[src/rtl/core/scsc_pkg.sv]
// Shared constants, item types and sequencer codes for the strongly connected sink counter.
package scsc_pkg;

  localparam int MAX_NODES = 1024;
  localparam int MAX_EDGES = 4096;
  localparam int NODE_W    = 11;                    // node numbers 0..MAX_NODES
  localparam int CNT_W     = 13;                    // edge counts 0..MAX_EDGES
  localparam int EDGE_AW   = $clog2(MAX_EDGES);
  localparam int NODE_D    = MAX_NODES + 2;         // per-node tables, index up to n+1
  localparam int NODE_AW   = $clog2(NODE_D);
  localparam int STK_AW    = $clog2(MAX_NODES);
  localparam int EDGE_W    = 2 * NODE_W;
  localparam int FRAME_W   = NODE_W + CNT_W;
  localparam int ST_W      = 5;

  typedef struct packed {
    logic [NODE_W-1:0] src_node;
    logic [NODE_W-1:0] dst_node;
    logic              edge_present;
    logic              last_edge;
  } in_item_t;

  typedef struct packed {
    logic [NODE_W-1:0] popular_count;
    logic [NODE_W-1:0] sink_components;
    logic              edges_dropped;
  } out_item_t;

  localparam logic [ST_W-1:0] S_IDLE  = 5'd0;
  localparam logic [ST_W-1:0] S_CLR   = 5'd1;
  localparam logic [ST_W-1:0] S_CNT_A = 5'd2;
  localparam logic [ST_W-1:0] S_CNT_B = 5'd3;
  localparam logic [ST_W-1:0] S_CNT_C = 5'd4;
  localparam logic [ST_W-1:0] S_PFX_A = 5'd5;
  localparam logic [ST_W-1:0] S_PFX_B = 5'd6;
  localparam logic [ST_W-1:0] S_FIL_A = 5'd7;
  localparam logic [ST_W-1:0] S_FIL_B = 5'd8;
  localparam logic [ST_W-1:0] S_FIL_C = 5'd9;
  localparam logic [ST_W-1:0] S_OUT_A = 5'd10;
  localparam logic [ST_W-1:0] S_OUT_B = 5'd11;
  localparam logic [ST_W-1:0] S_ENT_A = 5'd12;
  localparam logic [ST_W-1:0] S_ENT_B = 5'd13;
  localparam logic [ST_W-1:0] S_ENT_C = 5'd14;
  localparam logic [ST_W-1:0] S_LOOP  = 5'd15;
  localparam logic [ST_W-1:0] S_EDG_A = 5'd16;
  localparam logic [ST_W-1:0] S_EDG_B = 5'd17;
  localparam logic [ST_W-1:0] S_PCM_A = 5'd18;
  localparam logic [ST_W-1:0] S_PCM_B = 5'd19;
  localparam logic [ST_W-1:0] S_POP   = 5'd20;
  localparam logic [ST_W-1:0] S_POP_A = 5'd21;
  localparam logic [ST_W-1:0] S_POP_B = 5'd22;
  localparam logic [ST_W-1:0] S_MRK_A = 5'd23;
  localparam logic [ST_W-1:0] S_MRK_B = 5'd24;
  localparam logic [ST_W-1:0] S_MRK_C = 5'd25;
  localparam logic [ST_W-1:0] S_MRK_D = 5'd26;
  localparam logic [ST_W-1:0] S_SUM_A = 5'd27;
  localparam logic [ST_W-1:0] S_SUM_B = 5'd28;
  localparam logic [ST_W-1:0] S_FIN   = 5'd29;

  typedef struct packed {
    logic [ST_W-1:0] st;
  } cmd_t;

  typedef struct packed {
    logic start;       // last item offered
    logic clr_end;     // index reached n+1
    logic edges_end;   // index reached stored edge total
    logic edge_ok;     // fetched edge lies inside 1..n
    logic nodes_end;   // index passed n
    logic vo_zero;     // fetched visit order is unvisited
    logic more_edges;  // top frame still has edges
    logic is_root;     // top node roots a component
    logic pop_more;    // component pop continues
    logic last_frame;  // one frame left on call stack
    logic out_busy;    // result register still full
  } stat_t;

endpackage

[src/rtl/core/scsc_ctrl.sv]
// Sequencer for load, adjacency build, component walk, marking and summing.
module scsc_ctrl (
  input  logic          clk,
  input  logic          rst_n,
  input  scsc_pkg::stat_t stat,
  output scsc_pkg::cmd_t  cmd
);
  import scsc_pkg::*;

  logic [ST_W-1:0] state_r, state_nxt;

  always_comb begin
    state_nxt = state_r;
    case (state_r)
      S_IDLE:  if (stat.start) state_nxt = S_CLR;
      S_CLR:   if (stat.clr_end) state_nxt = S_CNT_A;
      S_CNT_A: state_nxt = stat.edges_end ? S_PFX_A : S_CNT_B;
      S_CNT_B: state_nxt = stat.edge_ok ? S_CNT_C : S_CNT_A;
      S_CNT_C: state_nxt = S_CNT_A;
      S_PFX_A: state_nxt = S_PFX_B;
      S_PFX_B: state_nxt = stat.clr_end ? S_FIL_A : S_PFX_A;
      S_FIL_A: state_nxt = stat.edges_end ? S_OUT_A : S_FIL_B;
      S_FIL_B: state_nxt = stat.edge_ok ? S_FIL_C : S_FIL_A;
      S_FIL_C: state_nxt = S_FIL_A;
      S_OUT_A: state_nxt = stat.nodes_end ? S_MRK_A : S_OUT_B;
      S_OUT_B: state_nxt = stat.vo_zero ? S_ENT_A : S_OUT_A;
      S_ENT_A: state_nxt = S_ENT_B;
      S_ENT_B: state_nxt = S_ENT_C;
      S_ENT_C: state_nxt = S_LOOP;
      S_LOOP: begin
        if (stat.more_edges) state_nxt = S_EDG_A;
        else if (stat.is_root) state_nxt = S_PCM_A;
        else state_nxt = S_POP;
      end
      S_EDG_A: state_nxt = S_EDG_B;
      S_EDG_B: state_nxt = stat.vo_zero ? S_ENT_A : S_LOOP;
      S_PCM_A: state_nxt = S_PCM_B;
      S_PCM_B: state_nxt = stat.pop_more ? S_PCM_A : S_POP;
      S_POP:   state_nxt = stat.last_frame ? S_OUT_A : S_POP_A;
      S_POP_A: state_nxt = S_POP_B;
      S_POP_B: state_nxt = S_LOOP;
      S_MRK_A: state_nxt = stat.edges_end ? S_SUM_A : S_MRK_B;
      S_MRK_B: state_nxt = stat.edge_ok ? S_MRK_C : S_MRK_A;
      S_MRK_C: state_nxt = S_MRK_D;
      S_MRK_D: state_nxt = S_MRK_A;
      S_SUM_A: state_nxt = stat.nodes_end ? S_FIN : S_SUM_B;
      S_SUM_B: state_nxt = S_SUM_A;
      S_FIN:   if (!stat.out_busy) state_nxt = S_IDLE;
      default: state_nxt = S_IDLE;
    endcase
  end

  always_ff @(posedge clk) begin
    if (!rst_n) begin
      state_r <= S_IDLE;
    end else begin
      state_r <= state_nxt;
    end
  end

  assign cmd.st = state_r;

endmodule

[config.mk]
export PLATFORM = sky130hd
export DESIGN_NAME = scsc_ctrl
export DESIGN_NICKNAME = d
export VERILOG_FILES = /design/src/rtl/core/scsc_pkg.sv /design/src/rtl/core/scsc_ctrl.sv
export SDC_FILE = /design/constraint.sdc
export NUM_CORES = 1
export LEC_CHECK = 0
export ABC_CLOCK_PERIOD_IN_PS = 1500
export BUFFER_PORTS_ARGS = -buffer_cell sky130_fd_sc_hd__buf_2
export CELL_PAD_IN_SITES_DETAIL_PLACEMENT = 1
export CELL_PAD_IN_SITES_GLOBAL_PLACEMENT = 2
export CORE_UTILIZATION = 26
export CTS_CLUSTER_SIZE = 12
export DETAILED_ROUTE_END_ITERATION = 16
export GPL_ROUTABILITY_DRIVEN = 0
export HOLD_SLACK_MARGIN = 0.05
export PLACE_DENSITY = 0.71
export SLEW_MARGIN = 20
export SYNTH_ARGS = -nofsm -noshare
export SYNTH_HDL_FRONTEND = slang
export SYNTH_SLANG_ARGS = --single-unit
[constraint.sdc]
create_clock -name clk -period 1.5 [get_ports clk]
set_input_delay 0.375 -clock clk [delete_from_list [all_inputs] [get_ports clk]]
set_output_delay 0.375 -clock clk [all_outputs]
set_load 0.03 [all_outputs]
==> results of run 1 <==
==> cell usage after synthesis, types with 2 or more instances <==
master,n
nor2_1,10
nand2_1,9
a21oi_1,7
buf_2,5
buf_6,5
dfxtp_1,5
o211ai_1,4
o21ai_0,4
inv_1,3
mux2i_1,3
nand2b_1,3
nor3_1,3
o22ai_1,3
a31oi_1,2
a32oi_1,2
nand3_1,2
nor2b_1,2
nor2b_4,2
o21ai_1,2
o31a_1,2
o31ai_1,2
or2b_1,2
==> cell type report <==
| cell class | instances | share of cell area, % |
|---|---|---|
| multi-input cells | 88 | 54.4 |
| repair buffers | 46 | 29.3 |
| inverters | 4 | 1.23 |
| clock buffers | 4 | 2.16 |
| well taps | 31 | 3.18 |
| flip-flops and latches | 5 | 9.75 |
==> critical path: stages, from the launching register on <==
cell and delay, ps:
dfxtp_4 380, buf_4 130, mux2i_1 200, o22ai_1 130, a311o_1 360, o31a_1 230
==> power by group through the flow <==
stage          combinational [uW]  sequential [uW]  clock (uW)
2_1_floorplan                 239              177           0
3_3_place_gp                  336              185           0
3_5_place_dp                  341              187           0
4_1_cts                       346              185         159
5_1_grt                       450              184         172
6_report                      420              183         168
==> through the flow <==
step	hold slack [ps]	util (%)
global placement	652	34.9
global route	386	43.4
finish	394	43.4
CTS	400	36.6
detailed placement	649	34.9
floorplan	493	-
==> what timing repair did <==
action	CTS	global route
resized for setup	1	31
pin swaps	1	14
buffers inserted	2	10
setup endpoints to repair	2	5
==> metal layers <==
layer,up-vias,GRT usage (%),share of wire (%)
met3,6,2.04,2.6
met5,-,0,0
met4,0,10.1,1.7
met1,503,23.8,45
li1,485,-,-
met2,23,32.9,50
==> worst max-delay path by stage <==
stage                               end  cells past startpoint  slack (ps)
floorplan           cmd[2]$_SDFFE_PN0P_                      6         -40
global placement    cmd[2]$_SDFFE_PN0P_                      5          10
detailed placement  cmd[2]$_SDFFE_PN0P_                      5         -40
CTS                 cmd[2]$_SDFFE_PN0P_                      5         -30
global route        cmd[2]$_SDFFE_PN0P_                      5         -90
finish              cmd[2]$_SDFFE_PN0P_                      5         -60
==> cell families (layout without fill, tap and decap cells) <==
group	count (synthesis)	in the layout	share of synthesized area (%)
AND/OR/NAND/NOR	40	40	28.6
buffers and inverters	15	54	13.2
multiplexers	3	3	3.83
AO/OA/AOI/OAI	43	43	39.4
XOR/XNOR	2	2	2.23
flip-flops	5	5	12.8
==> flow_summary.yaml, run 1 <==
synth:
  synth_cell_types: 48
  ys_seq_area_share_pct: 12.8
  syn_area_um2: 785
  synth_edf_count: 0
  synth_top_cell_by_area: "dfxtp_1"
  synth_area_per_cell_um2: 7.26
  synth-seq-cells: 5
  synth_fp_nets: 121
  async_flop_share_pct: 0
  synth.top_cell.area_share_pct: 12.8
  synth_warnings: 0
  ys.flop_type: "dfxtp_1"
  yosys-top-cells-area: "dfxtp_1 13%, buf_6 7.2%, nor2_1 4.8%"
  syn_inst: 108
setup_path:
  ff2ff_path_depth: 5
  reg2reg_to: "cmd[2]$_SDFFE_PN0P_"
  critPathLaunch: "cmd[2]$_SDFFE_PN0P_"
  cp_max_fo: 4
  rrSetupSlack_ps: -60
  worstPathArrival_ps: 1700
  r2r_start: "cmd[2]$_SDFFE_PN0P_"
  start_kind: "flop"
  worstPathRequired_ps: 1640
  path_class: "flop to flop"
  worstSetupEndpointType: "flop"
cells_and_area:
  final_nets: 161
  fin_area_um2: 1220
  layout_commonest_cell: "buf_4"
  multiInputGateArea_um2: 663
  nFillCells: 344
  area_growth_pct: 55.3
  drive_gt1_share_pct: 52.4
  regArea_um2: 119
  antenna-diode-count: 0
  mostFrequentLayoutCells: "20 x buf_4, 16 x buf_2, 10 x nor2_1"
  layoutNonFillerInstCount: 178
  largest_reg_flops: 5
place:
  dp_hpwl_um: 2270
  dp.cells: 162
  placed_cell_area_um2: 978
  pre_cts_slack_ps: -36.7
  io_buffers: 17
clock_network:
  cts_max_path_buffers: 2
  cts_num_sinks: 5
  root_buffer: "clkbuf_4"
  cts.htree.levels: 1
  cts_made_buffers: 3
  cts_tree: "built"
  postCtsHoldBufs: 0
  insertion_delay_ps: 260
  path_clk_slew_ps: 50
timing:
  drv_slew: 0
  setup_violations: 3
  tightestPinTransition_ps: 348
  fin_crit_ps: 1560
  rsz0062_at_grt: "yes"
  finalHoldViolCount: 0
  fin_crit_sh_pct: 104
  max_freq_ghz: 0.643
  final.setup.worst_slack_ps: -56.2
  finClkSkew_ps: 2.42
  fin_tns_setup_ps: -97.2
  slew-limit-headroom_pct: 76.6
worst_hold_path:
  whs_endpoint: "cmd[4]$_SDFFE_PN0P_"
  hold-path-cell-count: 2
  worstHoldStart: "rst_n"
  holdCritPathClass: "primary input to flop"
power_and_ir_drop:
  internal-power_uw: 445
  p_sw_uw: 325
  pwr-share-seq_pct: 23.7
  total_power_uw: 770
  combPwrFrac_pct: 54.5
  p_sw_share_pct: 42.2
  p_per_area_nw_per_um2: 632
  cellLeakagePower_uw: 0.000475
  ir_drop_mv: 0.252
  pwr-share-clk_pct: 21.8
grt:
  antenna_found_initial: 0
  grt_pass1_vias: 1024
  grt_max_degree: 17
  grt_use_total_pct: 19.3
  grt_pass1_wl_um: 4770
  grt-ovfl-total: 0
detailed_routing:
  drt-initial-drc-count: 19
  wirelength_um: 3440
  vias: 1017
  drc: 2
  routedWlPerCell_um: 19.3
  drt-pass1-iter-count: 10
  postRouteAntennaNets: 0
  vias_per_cell: 5.71
outcome:
  violations: "DRC, setup timing"
  status: "complete, but fails checks"
job:
  cap_violations: 0
floorplanning:
  core_um2: 2810
  start_util_pct: 28.0
  boundaryPins: 18
  die_h_um: 56.9
  dieWidth_um: 56.9
  num_rows: 19
  die_area_um2: 3240
(Power assumes the default switching activity.)
==> inputs of run 2 (changes only) <==
--- a/config.mk
+++ b/config.mk
@@ -5,11 +5,12 @@
 export SDC_FILE = /design/constraint.sdc
 export NUM_CORES = 1
 export LEC_CHECK = 0
+export ABC_AREA = 1
 export ABC_CLOCK_PERIOD_IN_PS = 1500
 export BUFFER_PORTS_ARGS = -buffer_cell sky130_fd_sc_hd__buf_2
 export CELL_PAD_IN_SITES_DETAIL_PLACEMENT = 1
 export CELL_PAD_IN_SITES_GLOBAL_PLACEMENT = 2
-export CORE_UTILIZATION = 26
+export CORE_UTILIZATION = 23
 export CTS_CLUSTER_SIZE = 12
 export DETAILED_ROUTE_END_ITERATION = 16
 export GPL_ROUTABILITY_DRIVEN = 0
==> run 2 against run 1 <==
  * The flow now finishes without violations
  * Cell area increased by 2.0%
  * Setup slack improved by 71 ps
  * Clock power increased by 49%
  * Total power increased by 54%
  * Sequential share of layout area decreased by 0.39 points
  * Combinational power increased by 63%
  * Synthesized cell count increased by 55%
  * Core utilization decreased by 7.3 points
==> flow_summary.yaml, run 2 <==
power_and_ir_drop:
  p_per_area_nw_per_um2: 955
  cellLeakagePower_uw: 0.000688
  ir_drop_mv: 0.667
clock_network:
  root_buffer: "clkbuf_8"
  path_clk_slew_ps: 30
  cts.htree.levels: 1
  insertion_delay_ps: 220
  cts_max_path_buffers: 2
  cts_tree: "built"
  cts_made_buffers: 3
  cts_num_sinks: 5
setup_path:
  worstPathArrival_ps: 1640
  worstPathRequired_ps: 1660
  path_class: "flop to flop"
  rrSetupSlack_ps: 20
  reg2reg_to: "cmd[2]$_SDFFE_PN0P_"
  cp_top_family: "simple AND/OR/NAND/NOR gates"
  cp_max_fo: 18
  start_kind: "flop"
  path_cells: "buf_12, nand3_2, buf_4, o211ai_1, nor2_1, nand3_1, nand2_1, inv_1"
  ff2ff_path_depth: 8
  worstSetupEndpointType: "flop"
  r2r_start: "cmd[4]$_SDFFE_PN0P_"
  crit_buf_inv: 3
  slowest_delay_ps: 350
  critPathLaunch: "cmd[4]$_SDFFE_PN0P_"
  crit_slowest_cell: "dfxtp_2"
worst_hold_path:
  worstHoldStart: "rst_n"
  holdCritPathClass: "primary input to flop"
  hold-path-cell-count: 3
  whs_endpoint: "cmd[2]$_SDFFE_PN0P_"
synth:
  yosys-top-cells-area: "nand2_1 21%, nor2_1 15%, nand3_1 13%"
  syn_area_um2: 848
  netlist_top_cells_count: "48 x nand2_1, 35 x nor2_1, 22 x nand3_1, 16 x inv_1, 9 x nand4_1"
  ys.flop_type: "dfxtp_1"
  synth_top_family_by_area: "simple AND/OR/NAND/NOR gates"
  ys_seq_area_share_pct: 11.8
  async_flop_share_pct: 0
  synth-seq-cells: 5
  synth_edf_count: 0
  synth_cell_types: 21
  synthMuxAreaShare_pct: 0
  synth_compound_area_share_pct: 5.31
  synth.top_cell.area_share_pct: 21.2
  synthSimpleGateAreaFrac_pct: 69.8
  synth_warnings: 0
  synth_area_per_cell_um2: 5.08
  syn_inst: 167
  synth_fp_nets: 180
  synth_most_common_cell: "nand2_1"
  synth_fa_ha_area_share_pct: 0
  synth_top_cell_by_area: "nand2_1"
  synthXorXnorAreaFrac_pct: 0
detailed_routing:
  vias_per_cell: 4.98
  drc: 0
  postRouteAntennaNets: 0
  drt-pass1-iter-count: 5
  routedWlPerCell_um: 14.8
  wirelength_um: 3660
  vias: 1231
  drt-initial-drc-count: 40
grt:
  grt_use_total_pct: 18.4
  grt_pass1_wl_um: 5690
  grt_max_degree: 19
  grt_pass1_vias: 1244
  antenna_found_initial: 0
  grt-ovfl-total: 0
cells_and_area:
  fin_area_um2: 1240
  area_growth_pct: 46.5
  largest_reg_flops: 5
  layout_commonest_cell: "nand2_1"
  final_nets: 215
  antenna-diode-count: 0
  drive_gt1_share_pct: 37.3
  mostFrequentLayoutCells: "43 x nand2_1, 29 x nor2_1, 20 x nand3_1"
  nFillCells: 488
timing:
  slew-limit-headroom_pct: 81.5
  fin_crit_ps: 1480
  fin_crit_sh_pct: 99.0
  setup_violations: 0
  max_freq_ghz: 0.674
  finClkSkew_ps: 4.71
  tightestPinTransition_ps: 275
  finalHoldViolCount: 0
  rsz0062_at_grt: "yes"
  final.setup.worst_slack_ps: 15.2
  drv_slew: 0
  hold_slack_ps: 379
place:
  io_buffers: 17
  dp_hpwl_um: 2880
  placed_cell_area_um2: 1090
  pre_cts_slack_ps: -165
floorplanning:
  dieWidth_um: 62.7
  die_h_um: 62.7
  boundaryPins: 18
  die_area_um2: 3940
  start_util_pct: 24.6
  core_um2: 3440
  num_rows: 21
job:
  cap_violations: 0
outcome:
  status: "complete, no violations"
[run 2: cell types whose count changed in the layout (fill, tap and decap cells not counted), sizes merged, moves of 8 or more]
| cell | delta |
|---|---|
| buf | -11 |
| inv | +17 |
| nand2 | +41 |
| nand4 | +8 |
| nor2 | +30 |
| nand3 | +23 |
[run 2: power breakdown]
part	switching (uW)	internal [uW]
combinational	434	250
clock	67.2	183
sequential	78.0	174
[run 2: repair_timing]
| action | 4_1_cts | 5_1_grt |
|---|---|---|
| hold endpoints to repair | 0 | 0 |
| hold buffers | 0 | 0 |
| pin swaps | 0 | 3 |
| buffers inserted | 0 | 2 |
| resized for setup | 8 | 25 |
| endpoints found under the setup margin | 6 | 5 |
[run 2: per-stage QoR]
| step | total power, uW | setup TNS [ps] | util, % | std cells |
|---|---|---|---|---|
| 2_1_floorplan | 601 | 0 | - | 167 |
| 3_3_place_gp | 856 | -380 | 31.6 | 241 |
| 3_5_place_dp | 859 | -506 | 31.6 | 241 |
| 4_1_cts | 1130 | 0 | 33.4 | 245 |
| 5_1_grt | 1260 | -214 | 36.1 | 247 |
| 6_report | 1190 | 0 | 36.1 | 247 |
[run 2: area by class of cell]
| class | count | area (um^2) | share of cell area, % |
|---|---|---|---|
| multi-input combinational | 137 | 714 | 57.5 |
| clock buffer | 4 | 45.0 | 3.63 |
| inverter | 21 | 83.8 | 6.75 |
| timing repair buffer | 34 | 225 | 18.1 |
| sequential | 5 | 116 | 9.37 |
| tap | 46 | 57.6 | 4.63 |
[run 2: kinds of logic (layout without fill, tap and decap cells)]
family          after synthesis  count (layout)
compound gates                8               8
simple gates                129             129
flops                         5               5
buf+inv                      25              59
[run 2: metal layers]
layer	part of all wire, %	routed length [um]	global-route usage, %
met5	0	0	0
met4	3.6	131	9.88
met3	2.9	106	1.82
met2	49	1790	31.5
met1	44	1630	22.6
[run 2: worst max path at each step]
| stage | endpoint | slack (ps) | depth (start not counted) |
|---|---|---|---|
| finish | cmd[2]$_SDFFE_PN0P_ | 20 | 8 |
| global route | cmd[3]$_SDFFE_PN0P_ | -70 | 9 |
| CTS | cmd[1]$_SDFFE_PN0P_ | 5 | 11 |
| detailed placement | cmd[1]$_SDFFE_PN0P_ | -170 | 10 |
| global placement | cmd[1]$_SDFFE_PN0P_ | -120 | 11 |
| floorplan | cmd[1]$_SDFFE_PN0P_ | 20 | 11 |
[run 2: worst min-delay path, delay by kind of cell]
family,cells,cell delay (ps)
buffers and inverters,2,140
and+or+nand+nor,1,50
==> inputs of run 3 (changes only) <==
--- a/config.mk
+++ b/config.mk
@@ -6,16 +6,16 @@
 export NUM_CORES = 1
 export LEC_CHECK = 0
 export ABC_AREA = 1
-export ABC_CLOCK_PERIOD_IN_PS = 1500
+export ABC_CLOCK_PERIOD_IN_PS = 1850
 export BUFFER_PORTS_ARGS = -buffer_cell sky130_fd_sc_hd__buf_2
 export CELL_PAD_IN_SITES_DETAIL_PLACEMENT = 1
 export CELL_PAD_IN_SITES_GLOBAL_PLACEMENT = 2
-export CORE_UTILIZATION = 23
+export CORE_UTILIZATION = 27
 export CTS_CLUSTER_SIZE = 12
 export DETAILED_ROUTE_END_ITERATION = 16
 export GPL_ROUTABILITY_DRIVEN = 0
 export HOLD_SLACK_MARGIN = 0.05
-export PLACE_DENSITY = 0.71
+export PLACE_DENSITY = 0.79
 export SLEW_MARGIN = 20
 export SYNTH_ARGS = -nofsm -noshare
 export SYNTH_HDL_FRONTEND = slang
==> constraint.sdc (replaced) <==
create_clock -name clk -period 1.85 [get_ports clk]
set_input_delay 0.4625 -clock clk [delete_from_list [all_inputs] [get_ports clk]]
set_output_delay 0.4625 -clock clk [all_outputs]
set_load 0.03 [all_outputs]
==> run 3 against run 2 <==
  * The flow now finishes with violations (DRC)
  * Setup slack better by 150 ps
  * Clock-buffer cell count stayed put
  * Critical endpoint is now cmd[1]$_SDFFE_PN0P_
  * Combinational power is 38% lower
  * Final cell count is 7.7% lower
  * Total power is 38% lower
  * Largest cell class unchanged
  * Non-clock buffer count is 15 lower
==> flow_summary.yaml, run 3 (synthesis gave the netlist of run 2 again) <==
floorplanning:
  num_rows: 19
  die_area_um2: 3370
  boundaryPins: 18
  dieWidth_um: 58.1
  start_util_pct: 29.5
  die_h_um: 58.1
  core_um2: 2880
timing:
  finClkSkew_ps: 3.74
  drv_slew: 0
  fin_tns_setup_ps: 0
  tightestPinTransition_ps: 471
  rsz0062_at_grt: "no"
  slew-limit-headroom_pct: 68.6
  fin_crit_sh_pct: 91.2
  max_freq_ghz: 0.593
  fin_crit_ps: 1690
  finalHoldViolCount: 0
  setup_violations: 0
power_and_ir_drop:
  pwr-share-seq_pct: 25.2
  cellLeakagePower_uw: 0.000584
  combPwrFrac_pct: 57.2
  ir_drop_mv: 0.595
  p_per_area_nw_per_um2: 743
  pwr-share-clk_pct: 17.6
  p_sw_share_pct: 54.2
  p_sw_uw: 401
  internal-power_uw: 339
detailed_routing:
  postRouteAntennaNets: 0
  vias_per_cell: 5.04
  drt-initial-drc-count: 39
  drt-pass1-iter-count: 10
  vias: 1150
  wirelength_um: 3230
  routedWlPerCell_um: 14.2
  drc: 1
setup_path:
  cp_max_fo: 10
  path_class: "flop to flop"
  worstSetupEndpointType: "flop"
  crit_path_frequent_cell: "nand2_1"
  crit_slowest_cell: "dfxtp_1"
  path_cells: "inv_2, nand2_1, nor2_1, nand2_1, nand2_1, nand2_1, nand3_1, nor2_1, nand2_1, nand2_1, nor2_1"
  worstPathArrival_ps: 1820
  worstPathRequired_ps: 1990
  slowest_delay_ps: 600
  start_kind: "flop"
job:
  cap_violations: 0
outcome:
  status: "complete, but fails checks"
  violations: "DRC"
cells_and_area:
  fin_area_um2: 996
  largest_reg_flops: 5
  antenna-diode-count: 0
  drive_gt1_share_pct: 19.9
  area_growth_pct: 17.4
  mostFrequentLayoutCells: "48 x nand2_1, 35 x nor2_1, 22 x nand3_1"
  layout_commonest_cell: "nand2_1"
  final_nets: 200
  nFillCells: 418
clock_network:
  postCtsHoldBufs: 0
  postCtsSetupBuffers: 0
  path_clk_slew_ps: 50
  root_buffer: "clkbuf_4"
  cts_tree: "built"
  cts_num_sinks: 5
  insertion_delay_ps: 240
  post_cts_resized: 0
  cts_max_path_buffers: 2
  cts_made_buffers: 3
  cts.htree.levels: 1
grt:
  grt_use_total_pct: 21.0
  grt-ovfl-total: 0
  busiest_layer: "met2"
  use_met3_pct: 4.46
  grt_util_met2_pct: 34.2
  grt_pass1_wl_um: 5470
  antenna_found_initial: 0
  met1_usage_pct: 28.8
  grt_pass1_vias: 1161
  grt_max_degree: 19
worst_hold_path:
  holdCritPathClass: "primary input to flop"
place:
  placed_cell_area_um2: 970
  io_buffers: 17
  dp_hpwl_um: 2640
run 3: cell count changes in the layout (fill, tap and decap cells not counted), moves of 3 or more:
cell,previous run,this run
nor2_1,29,35
nor2_4,6,2
dfxtp_4,4,0
dfxtp_1,0,5
clkbuf_8,3,0
nor3_2,3,0
nand2_1,43,48
nand2_2,5,1
buf_4,16,2
nor3_1,2,5
clkbuf_4,0,3
run 3: cell type report:
type,count,area (um^2),share of cell area [%]
multi-input cells,137,637,63.9
flip-flops and latches,5,100,10.1
repair buffers,19,100,10.1
inverters,21,80.1,8.04
well taps,42,52.6,5.28
clock buffers,4,26.3,2.64
run 3: critical path: cells and delay by family, from the launching register on:
family,cells,cell delay (ps)
buffers and inverters,1,80
DFF,1,600
and+or+nand+nor,10,890
run 3: power by group through the flow:
| stage | Combinational, uW | Clock (uW) | Sequential, uW |
|---|---|---|---|
| after CTS | 421 | 135 | 186 |
| after detailed placement | 419 | 0 | 189 |
| after global routing | 474 | 139 | 192 |
| after global placement | 429 | 0 | 186 |
| after floorplan | 270 | 0 | 217 |
| final | 423 | 131 | 187 |
run 3: final timing paths:
kind                       start  cells after the start                   to  slack [ps]
min                        rst_n                      3  cmd[2]$_SDFFE_PN0P_         450
max reg2reg  cmd[2]$_SDFFE_PN0P_                     11  cmd[1]$_SDFFE_PN0P_         160
max          cmd[2]$_SDFFE_PN0P_                     11  cmd[1]$_SDFFE_PN0P_         160
min reg2reg  cmd[3]$_SDFFE_PN0P_                      4  cmd[3]$_SDFFE_PN0P_         870
run 3: stage by stage:
step                hold slack (ps)  total power (uW)  util [%]  setup WS (ps)  std cells
finish                          454               740      34.6            163        228
global route                    501               805      34.6           29.0        228
CTS                             451               741      34.6            181        228
detailed placement              708               607      33.7            196        224
global placement                714               614      33.7            170        224
floorplan                       560               487         -            320        167
run 3: per-layer routing:
metal	up-vias	wire (um)	part of all wire [%]
met5	-	0	0
met4	0	0	0
met3	0	252	7.8
met2	35	1540	48
met1	542	1440	45
li1	573	-	-
